### src/sci_pkg.sv
// shared types, constants and decode helpers for the serial command interpreter
`timescale 1ns / 1ps

package sci_pkg;

    localparam int BUFFER_DEPTH = 32;
    localparam int CNT_W        = $clog2(BUFFER_DEPTH + 1);
    localparam int PREFIX_LEN   = 6;
    localparam int PREFIX_IDX_W = $clog2(PREFIX_LEN);

    localparam int QUEUE_DEPTH  = 4;
    localparam int QPTR_W       = $clog2(QUEUE_DEPTH);
    localparam int QCNT_W       = $clog2(QUEUE_DEPTH + 1);

    localparam int STALL_W      = 14;
    localparam int RANGE_W      = 13;
    localparam int CFG_W        = 14;
    localparam int CFG_IDX_W    = 2;
    localparam int WIDTH_W      = 16;
    localparam int MAG_W        = 7;
    localparam int PROD_W       = RANGE_W + MAG_W;
    localparam int QIN_W        = PROD_W - 2;
    localparam int RECIP_W      = 19;
    localparam int DIV_SHIFT    = 23;
    localparam logic [RECIP_W-1:0] DIV_RECIP = 19'd335545;
    localparam logic [MAG_W-1:0]   MAG_MAX   = 7'd100;

    localparam int OUT_TDATA_W  = 48;
    localparam int OUT_USED_W   = 2 * WIDTH_W + 3 + 8;
    localparam int OUT_PAD_W    = OUT_TDATA_W - OUT_USED_W;
    localparam int OUT_TUSER_W  = 3;

    localparam logic [CFG_IDX_W-1:0] REG_STALL_WIDTH     = 2'd0;
    localparam logic [CFG_IDX_W-1:0] REG_MOTOR_RANGE     = 2'd1;
    localparam logic [CFG_IDX_W-1:0] REG_TERMINATOR_CHAR = 2'd2;

    localparam logic [STALL_W-1:0] STALL_RESET = 14'd750;
    localparam logic [RANGE_W-1:0] RANGE_RESET = 13'd250;
    localparam logic [7:0]         TERM_RESET  = 8'd59;
    localparam logic [WIDTH_W-1:0] SERVO_RESET = 16'd750;
    localparam logic [7:0]         LED_RESET   = 8'd36;

    localparam logic [1:0] ERR_NONE        = 2'd0;
    localparam logic [1:0] ERR_UNKNOWN_CMD = 2'd1;
    localparam logic [1:0] ERR_BAD_IR      = 2'd2;
    localparam logic [1:0] ERR_BAD_LED     = 2'd3;

    localparam logic [7:0] CH_M     = 8'h4D;
    localparam logic [7:0] CH_I     = 8'h49;
    localparam logic [7:0] CH_O     = 8'h4F;
    localparam logic [7:0] CH_L     = 8'h4C;
    localparam logic [7:0] CH_D     = 8'h44;
    localparam logic [7:0] CH_A     = 8'h41;
    localparam logic [7:0] CH_B     = 8'h42;
    localparam logic [7:0] CH_Z     = 8'h5A;
    localparam logic [7:0] CH_LOW_A = 8'h61;
    localparam logic [7:0] CH_LOW_Z = 8'h7A;
    localparam logic [7:0] CH_0     = 8'h30;
    localparam logic [7:0] CH_9     = 8'h39;
    localparam logic [7:0] CH_MINUS = 8'h2D;
    localparam logic [7:0] CASE_OFS = 8'h20;

    localparam logic [7:0] DIGIT_SEGS [10] = '{
        8'h40, 8'h79, 8'h24, 8'h30, 8'h19, 8'h12, 8'h02, 8'h78, 8'h00, 8'h10
    };
    localparam logic [7:0] LETTER_SEGS [26] = '{
        8'h08, 8'h03, 8'h46, 8'h21, 8'h06, 8'h0E, 8'h00, 8'h00, 8'h00, 8'h00,
        8'h36, 8'h4F, 8'h79, 8'h5B, 8'h6D, 8'h27, 8'h23, 8'h00, 8'h00, 8'h00,
        8'h00, 8'h00, 8'h00, 8'h00, 8'h00, 8'h1C
    };

    typedef enum logic [2:0] {
        OP_NONE,
        OP_MOTOR_A,
        OP_MOTOR_B,
        OP_IR_SET,
        OP_IR_CLR,
        OP_LED
    } op_t;

    typedef struct packed {
        logic             done;
        logic             ovf;
        logic [1:0]       err;
        op_t              op;
        logic             neg;
        logic [MAG_W-1:0] mag;
        logic [2:0]       mask;
        logic [7:0]       segs;
    } cmd_t;

    typedef struct packed {
        logic full;
        logic empty;
    } q_status_t;

    function automatic logic [7:0] upcase(input logic [7:0] c);
        logic [7:0] r;
        r = c;
        if (c >= CH_LOW_A && c <= CH_LOW_Z) begin
            r = c - CASE_OFS;
        end
        return r;
    endfunction

    function automatic logic [7:0] led_pattern(input logic [7:0] ch, input logic [7:0] dec);
        logic [7:0] u;
        logic [7:0] segs;
        u    = upcase(ch);
        segs = 8'h00;
        if (u >= CH_0 && u <= CH_9) begin
            segs = DIGIT_SEGS[4'(u - CH_0)];
        end else if (u >= CH_A && u <= CH_Z) begin
            segs = LETTER_SEGS[5'(u - CH_A)];
        end
        if (upcase(dec) != CH_D) begin
            segs[7] = 1'b1;
        end
        return segs;
    endfunction

endpackage

### src/sci_front.sv
// front end: collects message bytes and classifies the command on the terminator
`timescale 1ns / 1ps

module sci_front
    import sci_pkg::*;
(
    input  logic       aclk,
    input  logic       aresetn,
    input  logic [7:0] terminator_char,
    input  logic       s_tvalid,
    output logic       s_tready,
    input  logic [7:0] s_tdata,
    input  q_status_t  q_stat,
    output logic       push,
    output cmd_t       push_data
);

    logic [CNT_W-1:0] cnt_reg;
    logic [CNT_W-1:0] cnt_next;
    logic [7:0]       pref_reg [PREFIX_LEN];
    logic [7:0]       m [PREFIX_LEN];
    logic             store;
    logic             is_term;
    logic [7:0]       cmd_ch;
    logic [7:0]       sub_ch;
    logic [10:0]      mag_raw;
    logic [MAG_W-1:0] mag;

    function automatic logic [2:0] ir_mask(input logic [7:0] unit);
        logic [2:0] r;
        case (unit)
            8'd1:    r = 3'b001;
            8'd2:    r = 3'b010;
            8'd3:    r = 3'b100;
            default: r = 3'b111;
        endcase
        return r;
    endfunction

    assign s_tready = !q_stat.full;
    assign push     = s_tvalid && s_tready;
    assign store    = cnt_reg < CNT_W'(BUFFER_DEPTH);
    assign is_term  = s_tdata == terminator_char;

    // message view as decoding sees it, including the byte arriving now
    always_comb begin
        for (int i = 0; i < PREFIX_LEN; i++) begin
            if (CNT_W'(i) < cnt_reg) begin
                m[i] = pref_reg[i];
            end else if (CNT_W'(i) == cnt_reg && store) begin
                m[i] = s_tdata;
            end else begin
                m[i] = 8'h00;
            end
        end
    end

    assign cmd_ch  = upcase(m[0]);
    assign sub_ch  = upcase(m[1]);
    assign mag_raw = 11'(m[3][3:0]) * 11'd100 + 11'(m[4][3:0]) * 11'd10 + 11'(m[5][3:0]);
    assign mag     = (mag_raw > 11'(MAG_MAX)) ? MAG_MAX : mag_raw[MAG_W-1:0];

    always_comb begin
        push_data      = '0;
        push_data.op   = OP_NONE;
        push_data.ovf  = !store;
        push_data.done = is_term;
        if (is_term) begin
            if (cmd_ch == CH_M) begin
                push_data.mag = mag;
                push_data.neg = (m[2] == CH_MINUS) && (mag != '0);
                if (sub_ch == CH_A) begin
                    push_data.op = OP_MOTOR_A;
                end else if (sub_ch == CH_B) begin
                    push_data.op = OP_MOTOR_B;
                end
            end else if (cmd_ch == CH_I) begin
                push_data.mask = ir_mask(m[2]);
                if (sub_ch == CH_I) begin
                    push_data.op = OP_IR_SET;
                end else if (sub_ch == CH_O) begin
                    push_data.op = OP_IR_CLR;
                end else begin
                    push_data.err = ERR_BAD_IR;
                end
            end else if (cmd_ch == CH_L) begin
                if (m[2] == terminator_char) begin
                    push_data.err = ERR_BAD_LED;
                end else begin
                    push_data.op   = OP_LED;
                    push_data.segs = led_pattern(m[1], m[2]);
                end
            end else begin
                push_data.err = ERR_UNKNOWN_CMD;
            end
        end
    end

    always_comb begin
        cnt_next = cnt_reg;
        if (is_term) begin
            cnt_next = '0;
        end else if (store) begin
            cnt_next = cnt_reg + CNT_W'(1);
        end
    end

    always_ff @(posedge aclk) begin
        if (!aresetn) begin
            cnt_reg <= '0;
        end else if (push) begin
            cnt_reg <= cnt_next;
        end
    end

    // only the leading bytes take part in decoding
    always_ff @(posedge aclk) begin
        if (push && cnt_reg < CNT_W'(PREFIX_LEN)) begin
            pref_reg[cnt_reg[PREFIX_IDX_W-1:0]] <= s_tdata;
        end
    end

endmodule

### src/sci_queue.sv
// small command queue between the front end and the execution back end
`timescale 1ns / 1ps

module sci_queue
    import sci_pkg::*;
(
    input  logic      aclk,
    input  logic      aresetn,
    input  logic      push,
    input  cmd_t      push_data,
    input  logic      pop,
    output cmd_t      pop_data,
    output q_status_t q_stat
);

    cmd_t              mem_reg [QUEUE_DEPTH];
    logic [QPTR_W-1:0] wr_ptr_reg;
    logic [QPTR_W-1:0] rd_ptr_reg;
    logic [QCNT_W-1:0] cnt_reg;
    logic [QCNT_W-1:0] cnt_next;

    assign q_stat.full  = cnt_reg == QCNT_W'(QUEUE_DEPTH);
    assign q_stat.empty = cnt_reg == '0;
    assign pop_data     = mem_reg[rd_ptr_reg];

    always_comb begin
        cnt_next = cnt_reg;
        if (push && !pop) begin
            cnt_next = cnt_reg + QCNT_W'(1);
        end else if (pop && !push) begin
            cnt_next = cnt_reg - QCNT_W'(1);
        end
    end

    always_ff @(posedge aclk) begin
        if (!aresetn) begin
            wr_ptr_reg <= '0;
            rd_ptr_reg <= '0;
            cnt_reg    <= '0;
        end else begin
            if (push) begin
                wr_ptr_reg <= wr_ptr_reg + QPTR_W'(1);
            end
            if (pop) begin
                rd_ptr_reg <= rd_ptr_reg + QPTR_W'(1);
            end
            cnt_reg <= cnt_next;
        end
    end

    always_ff @(posedge aclk) begin
        if (push) begin
            mem_reg[wr_ptr_reg] <= push_data;
        end
    end

endmodule

### src/sci_back.sv
// back end: motor arithmetic, output state update and result register
`timescale 1ns / 1ps

module sci_back
    import sci_pkg::*;
(
    input  logic                   aclk,
    input  logic                   aresetn,
    input  logic [STALL_W-1:0]     stall_width,
    input  logic [RANGE_W-1:0]     motor_range,
    input  q_status_t              q_stat,
    input  cmd_t                   pop_data,
    output logic                   pop,
    output logic                   m_tvalid,
    input  logic                   m_tready,
    output logic [OUT_TDATA_W-1:0] m_tdata,
    output logic                   m_tlast,
    output logic [OUT_TUSER_W-1:0] m_tuser
);

    logic                         adv;
    logic                         v1_reg;
    logic                         v2_reg;
    logic                         out_valid_reg;
    cmd_t                         rec1_reg;
    cmd_t                         rec2_reg;
    logic [PROD_W-1:0]            prod1_reg;
    logic [RANGE_W-1:0]           quot2_reg;
    logic [QIN_W+RECIP_W-1:0]     recip_prod;
    logic [WIDTH_W-1:0]           servo_a_reg;
    logic [WIDTH_W-1:0]           servo_b_reg;
    logic [2:0]                   ir_reg;
    logic [7:0]                   led_reg;
    logic [WIDTH_W-1:0]           servo_a_next;
    logic [WIDTH_W-1:0]           servo_b_next;
    logic [2:0]                   ir_next;
    logic [7:0]                   led_next;
    logic                         done_reg;
    logic [1:0]                   err_reg;
    logic                         ovf_reg;
    logic [WIDTH_W-1:0]           width_plus;
    logic [WIDTH_W-1:0]           width_minus;

    assign adv = !out_valid_reg || m_tready;
    assign pop = adv && !q_stat.empty;

    // divide by 100 as a divide by 4 then a reciprocal multiply for 25
    assign recip_prod = (QIN_W + RECIP_W)'(prod1_reg[PROD_W-1:2])
                      * (QIN_W + RECIP_W)'(DIV_RECIP);

    assign width_plus  = WIDTH_W'(stall_width) + WIDTH_W'(quot2_reg);
    assign width_minus = (STALL_W'(quot2_reg) >= stall_width) ? '0
                       : WIDTH_W'(stall_width - STALL_W'(quot2_reg));

    always_comb begin
        servo_a_next = servo_a_reg;
        servo_b_next = servo_b_reg;
        ir_next      = ir_reg;
        led_next     = led_reg;
        case (rec2_reg.op)
            OP_MOTOR_A: servo_a_next = rec2_reg.neg ? width_plus : width_minus;
            OP_MOTOR_B: servo_b_next = rec2_reg.neg ? width_minus : width_plus;
            OP_IR_SET:  ir_next      = ir_reg | rec2_reg.mask;
            OP_IR_CLR:  ir_next      = ir_reg & ~rec2_reg.mask;
            OP_LED:     led_next     = rec2_reg.segs;
            default: begin
            end
        endcase
    end

    always_ff @(posedge aclk) begin
        if (!aresetn) begin
            v1_reg        <= 1'b0;
            v2_reg        <= 1'b0;
            out_valid_reg <= 1'b0;
            servo_a_reg   <= SERVO_RESET;
            servo_b_reg   <= SERVO_RESET;
            ir_reg        <= '0;
            led_reg       <= LED_RESET;
        end else if (adv) begin
            v1_reg        <= !q_stat.empty;
            v2_reg        <= v1_reg;
            out_valid_reg <= v2_reg;
            if (v2_reg) begin
                servo_a_reg <= servo_a_next;
                servo_b_reg <= servo_b_next;
                ir_reg      <= ir_next;
                led_reg     <= led_next;
            end
        end
    end

    always_ff @(posedge aclk) begin
        if (adv) begin
            rec1_reg  <= pop_data;
            prod1_reg <= PROD_W'(motor_range) * PROD_W'(pop_data.mag);
            rec2_reg  <= rec1_reg;
            quot2_reg <= recip_prod[DIV_SHIFT +: RANGE_W];
            done_reg  <= rec2_reg.done;
            err_reg   <= rec2_reg.err;
            ovf_reg   <= rec2_reg.ovf;
        end
    end

    assign m_tvalid = out_valid_reg;
    assign m_tdata  = {OUT_PAD_W'(0), led_reg, ir_reg, servo_b_reg, servo_a_reg};
    assign m_tlast  = done_reg;
    assign m_tuser  = {ovf_reg, err_reg};

endmodule

### src/serial_command_interpreter_unit.sv
// top level of the serial command interpreter
//
//  port group   dir  fields (lsb first)
//  s_t*         in   tdata: rx_byte
//  m_t*         out  tdata: servo_a_width, servo_b_width, ir_enables, led_segments
//                    tlast: message_done   tuser: error_code, overflow
//  cfg_*        in   index 0 stall_width, 1 motor_range, 2 terminator_char
//
//  one request in and one result out per cycle when both sides keep up
//  each accepted request is queued, then registered through multiply, reciprocal and update before its result is valid
//  a four-entry command queue takes up to four more requests while m_tready is low
//  synchronous active-low reset, no clearing pass; the queue is empty and ready after reset
`timescale 1ns / 1ps

module serial_command_interpreter_unit
    import sci_pkg::*;
(
    input  logic                   aclk,
    input  logic                   aresetn,
    input  logic                   s_tvalid,
    output logic                   s_tready,
    input  logic [7:0]             s_tdata,   // rx_byte
    output logic                   m_tvalid,
    input  logic                   m_tready,
    output logic [OUT_TDATA_W-1:0] m_tdata,   // servo_a, servo_b, ir_enables, led_segments
    output logic                   m_tlast,
    output logic [OUT_TUSER_W-1:0] m_tuser,   // error_code, overflow
    input  logic                   cfg_wr_en,
    input  logic [CFG_IDX_W-1:0]   cfg_index,
    input  logic [CFG_W-1:0]       cfg_wdata
);

    logic [STALL_W-1:0] stall_width_reg;
    logic [RANGE_W-1:0] motor_range_reg;
    logic [7:0]         terminator_char_reg;
    q_status_t          q_stat;
    logic               push;
    logic               pop;
    cmd_t               push_data;
    cmd_t               pop_data;

    always_ff @(posedge aclk) begin
        if (!aresetn) begin
            stall_width_reg     <= STALL_RESET;
            motor_range_reg     <= RANGE_RESET;
            terminator_char_reg <= TERM_RESET;
        end else if (cfg_wr_en) begin
            case (cfg_index)
                REG_STALL_WIDTH:     stall_width_reg     <= cfg_wdata[STALL_W-1:0];
                REG_MOTOR_RANGE:     motor_range_reg     <= cfg_wdata[RANGE_W-1:0];
                REG_TERMINATOR_CHAR: terminator_char_reg <= cfg_wdata[7:0];
                default: begin
                end
            endcase
        end
    end

    sci_front u_front (
        .aclk            (aclk),
        .aresetn         (aresetn),
        .terminator_char (terminator_char_reg),
        .s_tvalid        (s_tvalid),
        .s_tready        (s_tready),
        .s_tdata         (s_tdata),
        .q_stat          (q_stat),
        .push            (push),
        .push_data       (push_data)
    );

    sci_queue u_queue (
        .aclk      (aclk),
        .aresetn   (aresetn),
        .push      (push),
        .push_data (push_data),
        .pop       (pop),
        .pop_data  (pop_data),
        .q_stat    (q_stat)
    );

    sci_back u_back (
        .aclk        (aclk),
        .aresetn     (aresetn),
        .stall_width (stall_width_reg),
        .motor_range (motor_range_reg),
        .q_stat      (q_stat),
        .pop_data    (pop_data),
        .pop         (pop),
        .m_tvalid    (m_tvalid),
        .m_tready    (m_tready),
        .m_tdata     (m_tdata),
        .m_tlast     (m_tlast),
        .m_tuser     (m_tuser)
    );

endmodule

### config.mk
export PLATFORM = sky130hd
export DESIGN_NAME = serial_command_interpreter_unit
export DESIGN_NICKNAME = d
export VERILOG_FILES = /design/src/sci_pkg.sv /design/src/sci_front.sv /design/src/sci_queue.sv /design/src/sci_back.sv /design/src/serial_command_interpreter_unit.sv
export SDC_FILE = /design/constraint.sdc
export NUM_CORES = 1
export LEC_CHECK = 0
export BUFFER_PORTS_ARGS = -buffer_cell sky130_fd_sc_hd__clkbuf_2
export CAP_MARGIN = 0
export CORE_AREA = 2 2 174 210
export DETAILED_ROUTE_END_ITERATION = 8
export DIE_AREA = 0 0 176 212
export HOLD_SLACK_MARGIN = 0.1
export PLACE_DENSITY = 0.87
export SYNTH_ARGS = -nofsm -noshare
export SYNTH_HDL_FRONTEND = slang
export SYNTH_HIERARCHICAL = 1
export SYNTH_SLANG_ARGS = --single-unit
### constraint.sdc
create_clock -name aclk -period 8.75 [get_ports aclk]
set_input_delay 1.3125 -clock aclk [delete_from_list [all_inputs] [get_ports aclk]]
set_output_delay 1.3125 -clock aclk [all_outputs]
set_load 0.005 [all_outputs]
==> flow_summary.json <==
{
  "drc": 0,
  "overflow": 0,
  "tightest_slew_ns": 1.03,
  "syn_area_mm2": 0.0241,
  "yosys_warnings": 6,
  "cp_cell_sequence": "clkinv_1, ha_1, inv_1, a21oi_1, o21ai_0, ha_1, ha_1, inv_1, fa_1, inv_1, ha_1, ha_1, a21oi_1, o21bai_1, a21oi_1, mux2i_1, a211oi_1, nor4b_1",
  "post_drt_wl_per_cell_um": 19.9,
  "rows": 76,
  "cts_tree": "yes",
  "dieArea_mm2": 0.0373,
  "yosys-top-cells-area": "edfxtp_1 27%, fa_1 15%, ha_1 13%",
  "clock_path_buffers": 3,
  "vias": 17000,
  "portBuffers": 77,
  "slowest_delay_ns": 0.85,
  "die_w_um": 176,
  "grt_pass1_vias": 17400,
  "first_pass_iters": 5,
  "drive_gt1_share_pct": 8.26,
  "finalSetupViolations": 0,
  "yosysMostFrequentCell": "inv_1",
  "antenna_found_initial": 1,
  "critPathMostFrequentCell": "ha_1",
  "hold_path.class": "flip-flop to flip-flop",
  "root_buffer": "clkbuf_16",
  "grt_use_total_pct": 30.1,
  "ff_latch_area_mm2": 0.00832,
  "clk_pin_slew_worst_paths_ns": 0.06,
  "ctsHtreeMaxLevel": 1,
  "rsz0062_at_grt": "no",
  "ant_nets": 0,
  "synth_top_area_share_pct": 26.5,
  "synth.avg_cell_area_um2": 10.7,
  "clock_sinks": 309,
  "reg2reg_depth": 18,
  "ys_top_cells_by_count": "343 x inv_1, 257 x ha_1, 213 x edfxtp_1",
  "required_ns": 9.04,
  "grt_pass1_wl_um": 88800,
  "cp-end-kind": "flip-flop",
  "clk_latency_ns": 0.60,
  "yosysSeqAreaShare_pct": 34.5,
  "gp_congestion": 0.927,
  "die_h_um": 212,
  "synth_edf_count": 213,
  "slowest_stage": "dfxtp_1",
  "netlist_instances": 2257,
  "largest_register_ffs": 104,
  "postCtsHoldBufs": 0,
  "cts_resized": 0,
  "fmax_mhz": 159,
  "multiInputGateArea_mm2": 0.0141,
  "criticalPathCategory": "flip-flop to flip-flop",
  "drv_cap": 0,
  "vias_per_cell": 6.07,
  "status": "complete, no violations",
  "critical_path.max_fanout": 19,
  "core_mm2": 0.0355,
  "async_flop_share_pct": 0,
  "ioPinCount": 83,
  "crit_arrival_ns": 6.56,
  "first_iter_violations": 1348,
  "hold_viol": 0,
  "cts_buffers": 31,
  "min_path_cells": 0,
  "period_minus_slack_ns": 6.27,
  "syn2layout_area_growth_pct": 7.07,
  "drt_wl_total_um": 55600,
  "period_share_pct": 71.7,
  "fillerInstances": 2450,
  "synth_top_flop_cell": "edfxtp_1",
  "final.setup.tns_ns": 0,
  "critPathLaunchType": "flip-flop",
  "nNetsFinal": 2764,
  "grt_start_max_net_pins": 75,
  "cts_setup_buffers": 0,
  "r2r_setup_slack_ns": 2.48,
  "final-max-slew-violation-count": 0,
  "yosysUniqueCellTypes": 102,
  "synth_top_cell_by_area": "edfxtp_1",
  "clock_skew_ns": 0.0301,
  "ys_ff_latch": 309,
  "initial_core_util_pct": 68.0,
  "dpl.hpwl_um": 42500,
  "max-slew-margin-rel_pct": 29.7
}
==> area by class of cell <==
type	instances	area share, %
sequential	309	32.2
clock inverter	18	0.872
timing repair buffer	88	1.82
clock buffer	39	3.24
tap	468	2.27
multi-input combinational	1525	54.6
antenna	1	0.00969
inverter	345	5.01
==> layout by cell type (no fill, tap or decap), types with 8 or more instances in the layout <==
cell type    n
o221ai_1     9
and3_1      18
xnor2_1     52
ha_1       257
nand2b_1    20
inv_1      343
nand3_1     31
nor3_1      32
mux4_2      20
buf_4       12
clkbuf_2    76
xor2_1      26
clkbuf_16   31
and2_1      57
o21ai_1     10
o21ai_0     64
nor2_1      67
a221o_1      8
nand4b_1     8
o211ai_1    21
o21a_1      16
a21oi_1     95
dfxtp_1     96
a31oi_1     21
o21bai_1    12
nor2b_1     43
a21boi_0     8
edfxtp_1   213
nand4_1     15
mux2i_1     49
nand2_1    190
a21o_1      31
fa_1       178
==> worst max-delay path: cells and delay by family, from the launching register on <==
kind	cells	cell delay [ns]
AO/OA/AOI/OAI	6	1.68
buffers and inverters	4	0.80
AND/OR/NAND/NOR	1	0.61
flip-flops	1	0.85
adder cells (fa/ha/maj)	6	1.95
multiplexers	1	0.10
==> metrics by stage <==
step	instances	utilization, %	cell area (µm²)	setup WS (ns)	hold WS, ns
after CTS	2792	72.8	25800	2.47	0.403
after global placement	2735	69.8	24800	2.68	0.401
after floorplan	2261	-	24100	2.90	0.400
after global routing	2793	72.8	25800	2.17	0.403
after detailed placement	2735	69.8	24800	2.53	0.405
final	2793	72.8	25800	2.48	0.401
==> routing by layer <==
metal  share of wire, %  GRT usage [%]  up-vias  wire length [µm]
met2                 52           55.2      625             28800
met1                 39           37.0     8339             21700
met5                  0              0        -                 0
li1                   -              -     7863                 -
met4                3.9           11.4        0              2160
met3                5.2           2.83      126              2880
==> worst paths after layout <==
check	from	endpoint
setup / recovery	u_front/cnt_reg[1]	u_queue/mem_reg[0][11]
hold / removal	u_back/rec1_reg[1]	u_back/rec2_reg[1]
setup reg to reg	u_front/cnt_reg[1]	u_queue/mem_reg[0][11]
hold reg to reg	u_back/rec1_reg[1]	u_back/rec2_reg[1]
==> cells by family (layout without fill, tap and decap cells) <==
kind of cell,after synthesis,in the layout,synth area share (%)
buffers and inverters,427,490,7.14
and+or+nand+nor,553,553,12.2
other,1,6,0.0155
xor gates and xnor gates,78,78,2.83
muxes,75,75,4.55
DFF,309,309,34.5
AOI/OAI and AO/OA,378,378,10.7
adders and majority gates,436,436,28.1
Power is left out: the tool's default activity adds up to more than one toggle a clock period on the data nets, which glitch-free logic cannot reach.
